**config.mk**
```make
export PLATFORM = sky130hd
export DESIGN_NAME = nonpreemptive_priority_scheduler_top
export DESIGN_NICKNAME = d
export VERILOG_FILES = /design/src/psq_pkg.sv /design/src/psq_cell.sv /design/src/nonpreemptive_priority_scheduler_top.sv
export SDC_FILE = /design/constraint.sdc
export NUM_CORES = 2
export LEC_CHECK = 0
export CAP_MARGIN = 25
export CORE_MARGIN = 2
export CORE_UTILIZATION = 40
export CTS_CLUSTER_SIZE = 28
export DETAILED_ROUTE_END_ITERATION = 8
export DONT_BUFFER_PORTS = 1
export SYNTH_ARGS = -nofsm -noshare
export SYNTH_HDL_FRONTEND = slang
export SYNTH_SLANG_ARGS = --single-unit
```
**constraint.sdc**
```tcl
create_clock -name clk -period 7.5 [get_ports clk]
set_input_delay 2.25 -clock clk [delete_from_list [all_inputs] [get_ports clk]]
set_output_delay 2.25 -clock clk [all_outputs]
set_load 0.02 [all_outputs]
```
**src/psq_pkg.sv**
```systemverilog
package psq_pkg;

  localparam int QUEUE_DEPTH = 16;

  localparam int NUM_W   = 16;
  localparam int ATIME_W = 20;
  localparam int PRIO_W  = 8;
  localparam int SVC_W   = 16;
  localparam int TIME_W  = 32;

  typedef struct packed {
    logic [NUM_W-1:0]   num;
    logic [ATIME_W-1:0] atime;
    logic [PRIO_W-1:0]  prio;
    logic [SVC_W-1:0]   svc;
  } entry_t;

  typedef struct packed {
    logic ins;
    logic pop;
  } cell_ctl_t;

  // higher priority, then earlier arrival, then lower number
  function automatic logic entry_better(input entry_t a, input entry_t b);
    if (a.prio != b.prio) begin
      return a.prio > b.prio;
    end else if (a.atime != b.atime) begin
      return a.atime < b.atime;
    end else begin
      return a.num < b.num;
    end
  endfunction

endpackage

```
**src/psq_cell.sv**
```systemverilog
module psq_cell
  import psq_pkg::*;
(
  input  logic      clk,
  input  logic      rst,
  input  cell_ctl_t ctl,
  input  entry_t    new_entry,
  input  entry_t    left_entry,
  input  logic      left_valid,
  input  logic      left_better,
  input  entry_t    right_entry,
  input  logic      right_valid,
  output entry_t    entry,
  output logic      valid,
  output logic      better
);

  // new item belongs at or before this cell
  assign better = !valid || entry_better(new_entry, entry);

  always_ff @(posedge clk) begin
    if (rst) begin
      valid <= 1'b0;
    end else if (ctl.pop) begin
      valid <= right_valid;
    end else if (ctl.ins && better) begin
      valid <= left_better ? left_valid : 1'b1;
    end
  end

  always_ff @(posedge clk) begin
    if (ctl.pop) begin
      entry <= right_entry;
    end else if (ctl.ins && better) begin
      // shift right behind the insertion point, take the new item at it
      entry <= left_better ? left_entry : new_entry;
    end
  end

endmodule

```
**src/nonpreemptive_priority_scheduler_top.sv**
```systemverilog
// channel | direction | handshake           | payload
// in      | arrival   | in_valid / in_stall   | arrive_time, prio_level, service_time,
//         |           |                       | final_arrival
// out     | result    | out_valid / out_stall | customer_number, drop_flag, run_end
//
// in_stall is high after an arrival transfer while the sequencer serves jobs due first,
// inserts or drops the arrival, drains on a final one and flushes; then it falls again
// each served job costs one shift of the sorted cell chain, whose head is the best job
// results pass through a one-deep hold stage so run_end is known when they leave
// rst (synchronous) empties the chain, clears the time and restarts numbering at 1
// a stalled output holds back the sequencer only when a further result is ready
module nonpreemptive_priority_scheduler_top
  import psq_pkg::*;
(
  input  logic                clk,
  input  logic                rst,
  input  logic                in_valid,
  output logic                in_stall,
  input  logic [ATIME_W-1:0]  arrive_time,
  input  logic [PRIO_W-1:0]   prio_level,
  input  logic [SVC_W-1:0]    service_time,
  input  logic                final_arrival,
  output logic                out_valid,
  input  logic                out_stall,
  output logic [NUM_W-1:0]    customer_number,
  output logic                drop_flag,
  output logic                run_end
);

  localparam logic [2:0] ST_IDLE   = 3'd0;
  localparam logic [2:0] ST_SERVE  = 3'd1;
  localparam logic [2:0] ST_INSERT = 3'd2;
  localparam logic [2:0] ST_DRAIN  = 3'd3;
  localparam logic [2:0] ST_FLUSH  = 3'd4;

  logic [2:0]        state, state_next;
  logic [TIME_W-1:0] cur_time, cur_time_next;
  logic [NUM_W-1:0]  next_number;
  entry_t            arr;
  logic              arr_fin;

  logic              pend_v;
  logic [NUM_W-1:0]  pend_num;
  logic              pend_drop;

  entry_t                 cell_entry [QUEUE_DEPTH];
  logic [QUEUE_DEPTH-1:0] cell_valid;
  logic [QUEUE_DEPTH-1:0] cell_better;
  cell_ctl_t              ctl;

  logic              in_xfer, out_free, gen, gen_drop, load_out, do_load_pend;
  logic [NUM_W-1:0]  gen_num;
  logic              head_v, full, time_early;
  logic [TIME_W:0]   time_sum;
  logic [TIME_W-1:0] time_sat;

  assign in_stall  = (state != ST_IDLE);
  assign in_xfer   = in_valid && !in_stall;
  assign out_free  = !out_valid || !out_stall;
  assign head_v    = cell_valid[0];
  assign full      = cell_valid[QUEUE_DEPTH-1];
  assign time_early = cur_time < {{(TIME_W-ATIME_W){1'b0}}, arr.atime};
  assign time_sum  = {1'b0, cur_time} + {{(TIME_W-SVC_W+1){1'b0}}, cell_entry[0].svc};
  assign time_sat  = time_sum[TIME_W] ? {TIME_W{1'b1}} : time_sum[TIME_W-1:0];

  // sequencer
  always_comb begin
    state_next    = state;
    cur_time_next = cur_time;
    ctl           = '0;
    gen           = 1'b0;
    gen_drop      = 1'b0;
    gen_num       = cell_entry[0].num;
    case (state)
      ST_IDLE: begin
        if (in_xfer) begin
          state_next = ST_SERVE;
        end
      end
      ST_SERVE: begin
        if (time_early && head_v) begin
          if (!pend_v || out_free) begin
            gen           = 1'b1;
            ctl.pop       = 1'b1;
            cur_time_next = time_sat;
          end
        end else begin
          if (time_early) begin
            cur_time_next = {{(TIME_W-ATIME_W){1'b0}}, arr.atime};
          end
          state_next = ST_INSERT;
        end
      end
      ST_INSERT: begin
        if (full) begin
          if (!pend_v || out_free) begin
            gen        = 1'b1;
            gen_drop   = 1'b1;
            gen_num    = '0;
            state_next = arr_fin ? ST_DRAIN : ST_FLUSH;
          end
        end else begin
          ctl.ins    = 1'b1;
          state_next = arr_fin ? ST_DRAIN : ST_FLUSH;
        end
      end
      ST_DRAIN: begin
        if (head_v) begin
          if (!pend_v || out_free) begin
            gen           = 1'b1;
            ctl.pop       = 1'b1;
            cur_time_next = time_sat;
          end
        end else begin
          cur_time_next = '0;
          state_next    = ST_FLUSH;
        end
      end
      ST_FLUSH: begin
        if (!pend_v || out_free) begin
          state_next = ST_IDLE;
        end
      end
      default: begin
        state_next = ST_IDLE;
      end
    endcase
  end

  assign do_load_pend = gen;
  assign load_out = pend_v && out_free && (gen || (state == ST_FLUSH));

  always_ff @(posedge clk) begin
    if (rst) begin
      state       <= ST_IDLE;
      cur_time    <= '0;
      next_number <= NUM_W'(1);
      pend_v      <= 1'b0;
      out_valid   <= 1'b0;
    end else begin
      state    <= state_next;
      cur_time <= cur_time_next;
      if (in_xfer) begin
        next_number <= (next_number == {NUM_W{1'b1}}) ? NUM_W'(1) : next_number + NUM_W'(1);
      end else if (state == ST_DRAIN && !head_v) begin
        next_number <= NUM_W'(1);
      end
      if (do_load_pend) begin
        pend_v <= 1'b1;
      end else if (load_out) begin
        pend_v <= 1'b0;
      end
      if (load_out) begin
        out_valid <= 1'b1;
      end else if (!out_stall) begin
        out_valid <= 1'b0;
      end
    end
  end

  always_ff @(posedge clk) begin
    if (in_xfer) begin
      arr.num   <= next_number;
      arr.atime <= arrive_time;
      arr.prio  <= prio_level;
      arr.svc   <= service_time;
      arr_fin   <= final_arrival;
    end
    if (do_load_pend) begin
      pend_num  <= gen_num;
      pend_drop <= gen_drop;
    end
    if (load_out) begin
      customer_number <= pend_num;
      drop_flag       <= pend_drop;
      run_end         <= (state == ST_FLUSH);
    end
  end

  // sorted chain, best job at cell 0
  for (genvar i = 0; i < QUEUE_DEPTH; i++) begin : g_cell
    entry_t le, re;
    logic   lv, lb, rv;
    if (i == 0) begin : g_first
      assign le = '0;
      assign lv = 1'b0;
      assign lb = 1'b0;
    end else begin : g_left
      assign le = cell_entry[i-1];
      assign lv = cell_valid[i-1];
      assign lb = cell_better[i-1];
    end
    if (i == QUEUE_DEPTH-1) begin : g_last
      assign re = '0;
      assign rv = 1'b0;
    end else begin : g_right
      assign re = cell_entry[i+1];
      assign rv = cell_valid[i+1];
    end
    psq_cell u_cell (
      .clk         (clk),
      .rst         (rst),
      .ctl         (ctl),
      .new_entry   (arr),
      .left_entry  (le),
      .left_valid  (lv),
      .left_better (lb),
      .right_entry (re),
      .right_valid (rv),
      .entry       (cell_entry[i]),
      .valid       (cell_valid[i]),
      .better      (cell_better[i])
    );
  end

  logic [QUEUE_DEPTH:0] vld_plus;
  assign vld_plus = {1'b0, cell_valid} + (QUEUE_DEPTH+1)'(1);

  // occupied cells form one run from the head
  a_contig: assert property (@(posedge clk) disable iff (rst) $onehot(vld_plus))
    else $error("gap in occupied cells");

  a_sorted: assert property (@(posedge clk) disable iff (rst)
    cell_valid[1] |-> !entry_better(cell_entry[1], cell_entry[0]))
    else $error("head is not the best job");

  a_idle_empty: assert property (@(posedge clk) disable iff (rst)
    (state == ST_IDLE) |-> !pend_v)
    else $error("result left in hold stage while idle");

  a_drain_reset: assert property (@(posedge clk) disable iff (rst)
    ($past(state) == ST_DRAIN && state == ST_FLUSH) |->
      (cur_time == '0 && next_number == NUM_W'(1)))
    else $error("run state not restarted after drain");

endmodule

```
==> flow_metrics.py <==
metrics = {
    "status": {
        "status": "completed",
    },
    "clock_tree": {
        "htreeDepth": 4,
        "cts_hold_buf": 0,
        "cts_buffer_depth": 3,
        "clk_latency_ps": 810,
        "cts_setup_buffers": 0,
        "cts_tree": "yes",
        "clk_pin_slew_ps": 60,
        "cts_made_buffers": 135,
        "root_buffer": "clkbuf_16",
        "cts.sinks": 1125,
        "cts_resized": 0,
    },
    "sta": {
        "report.final.hold_viol_count": 0,
        "setup_viol": 0,
        "relSlewSlack": 0.1955,
        "finClkSkew_ps": 31.35,
        "worst_pin_slew_ps": 1207,
        "fin_crit_sh": 0.8691,
        "setup_tns_ps": 0,
        "rsz0062_at_grt": "no",
        "drv_slew": 0,
        "fin_crit_ps": 6519,
        "max_freq_mhz": 153.4,
        "worst_slack_ps": 981.4,
    },
    "setup_path": {
        "crit_path_start": "arr[34]$_DFFE_PP_",
        "r2r_cells": 13,
        "end_kind": "register",
        "worst-setup-path-type": "register to register",
        "crit_fanout": 40,
        "r2r_end": "g_cell[8].u_cell.entry[9]$_DFFE_PP_",
        "worstPathArrival_ps": 7020,
        "required_ps": 8000,
        "reg2reg_slack_ps": 980,
        "cp-endpoint": "g_cell[8].u_cell.entry[9]$_DFFE_PP_",
        "r2r_start": "arr[34]$_DFFE_PP_",
        "start_kind": "register",
    },
    "yosys": {
        "synthCells": 7055,
        "synthArstFlopShare": 0,
        "ys_seq_area_frac": 0.4607,
        "synth_common_cells": "edfxtp_1, nand2_1, ha_1, inv_1, o21ai_0",
        "syn_nets": 7786,
        "yosys.area.top_type": "edfxtp_1",
        "synth.distinct_cells": 82,
        "syn_area_um2": 70520,
        "ys_top_cells_by_area": "edfxtp_1, ha_1, mux2i_1, o21ai_0, nand2_1",
        "synth-seq-cells": 1125,
        "synth_most_common_cell": "edfxtp_1",
        "synth_edf_count": 996,
        "synth_top_area_share": 0.4241,
        "synth.avg_cell_area_um2": 9.996,
        "synth_ff_type": "edfxtp_1",
        "ys_warn_count": 0,
    },
    "floorplan": {
        "die_w_um": 423.9,
        "ios": 69,
        "fp.dieH_um": 423.9,
        "initial_core_util": 0.4013,
        "core_area_um2": 175700,
        "row_count": 154,
        "die_area_um2": 179700,
    },
    "place": {
        "place.gp.congestion": 0.9534,
        "io_buffers": 0,
        "post-dp-hpwl_mm": 160.5,
        "place_worst_setup_slack_ps": 1163,
    },
    "power": {
        "p_per_area_nw_per_um2": 451.6,
        "p_leak_nw": 30.72,
        "power_mw": 34.96,
        "ir_worst_vdd_mv": 0.3616,
    },
    "global_routing": {
        "grt.total_usage": 0.2550,
        "grt_pass1_wl_mm": 349.6,
        "overflow": 0,
        "first_global_vias": 54300,
        "grt_max_degree": 225,
        "antenna_found_initial": 10,
    },
    "finish": {
        "nets": 7586,
        "utilization": 0.4406,
        "syn_to_final_growth_pct": 9.781,
        "fillers": 16670,
        "drive_above_1_share": 0.05730,
    },
    "flow_run": {
        "max_cap_violations": 0,
    },
    "routing": {
        "finalWirelength_mm": 234.3,
        "drc": 0,
        "viasPerCell": 6.117,
        "vias": 56920,
        "drtPass1Iterations": 9,
        "wl_per_cell_um": 25.17,
        "drtIter0Drc": 6636,
        "antenna_left": 0,
    },
    "hold_path": {
        "holdCritPathClass": "register to register",
        "hp-start": "pend_num[1]$_DFFE_PP_",
    },
}
report_power, final:
group	total, mW	switching (mW)	internal [mW]
logic	15.1	9.97	5.16
registers	13.0	1.98	11.0
clock network	6.89	2.88	4.01
critical path: stages, from the launching register on:
cell and delay [ps]:
edfxtp_1 770, buf_4 450, ha_1 240, nand4_1 100
or4_1 670, or4_1 660, a221oi_2 910, o41ai_1 260
buf_2 240, o21ai_4 80, buf_4 460, buf_4 880
mux2i_1 290, o21ai_1 80
registers in the layout, summed over array words and instances, names as in the netlist:
register	count
pend_num	16
g_cell.u_cell.entry	960
customer_number	16
state	3
arr	60
cur_time	32
arr_fin	1
drop_flag	1
pend_v	1
out_valid	1
run_end	1
next_number	16
pend_drop	1
g_cell.u_cell.valid	16
layer usage:
layer  wire [um]  share of wire  GRT usage
met1       99060           0.42     0.3493
met2      105000           0.45     0.3981
met3       20330          0.087    0.04516
met4        9793          0.042     0.1035
met5          14       0.000060          0
cells in the final DEF, fill, tap and decap left out, drive strengths merged, types with 17 or more instances in the layout:
master / instances
ha: 681
and4: 18
nand3: 531
mux2i: 438
a211oi: 58
buf: 150
bufinv: 17
nor4: 24
o211ai: 142
a2111oi: 21
o21a: 25
edfxtp: 996
a31oi: 82
nand2b: 30
clkbuf: 176
nor3: 70
nand2: 780
o221ai: 304
nor2b: 30
dfxtp: 129
and3: 33
inv: 688
nor2: 141
a21oi: 226
o21ai: 746
a21o: 100
clkinv: 44
nand4: 94
cell families after synthesis:
kind of cell    Yosys count  synth area share
xor+xnor                 12          0.001490
simple gates           1804            0.1183
flops                  1125            0.4607
compound gates         1825            0.1669
mux                     438           0.06217
fa+ha+maj               682            0.1211
buf+inv                1169           0.06932
metrics by stage:
step	hold WS, ps	instance area (um^2)	std cells
6_report	420.6	77420	9305
5_1_grt	432.0	77420	9303
4_1_cts	423.1	77360	9301
3_5_place_dp	410.2	72850	9056
3_3_place_gp	410.3	72770	9049
2_1_floorplan	400.3	70520	7055
worst min path at each step:
stage / end / slack (ps) / cells after the start
2_1_floorplan: customer_number[0]$_DFFE_PP_ / 400 / 0
3_3_place_gp: drop_flag$_DFFE_PP_ / 410 / 0
3_5_place_dp: customer_number[1]$_DFFE_PP_ / 410 / 0
4_1_cts: customer_number[1]$_DFFE_PP_ / 420 / 0
5_1_grt: customer_number[9]$_DFFE_PP_ / 430 / 0
6_report: customer_number[1]$_DFFE_PP_ / 420 / 0
cell type report:
class	instances	area, um^2	share of cell area
Clock inverter	69	895.9	0.01157
Tap cell	2340	2928	0.03782
Timing Repair Buffer	151	1465	0.01892
Inverter	681	2559	0.03305
Multi-Input combinational cell	4761	33460	0.4322
Antenna cell	2	5.005	0.00006464
Clock buffer	176	3615	0.04669
Sequential cell	1125	32490	0.4197
Power figures use the tool's default switching activity.
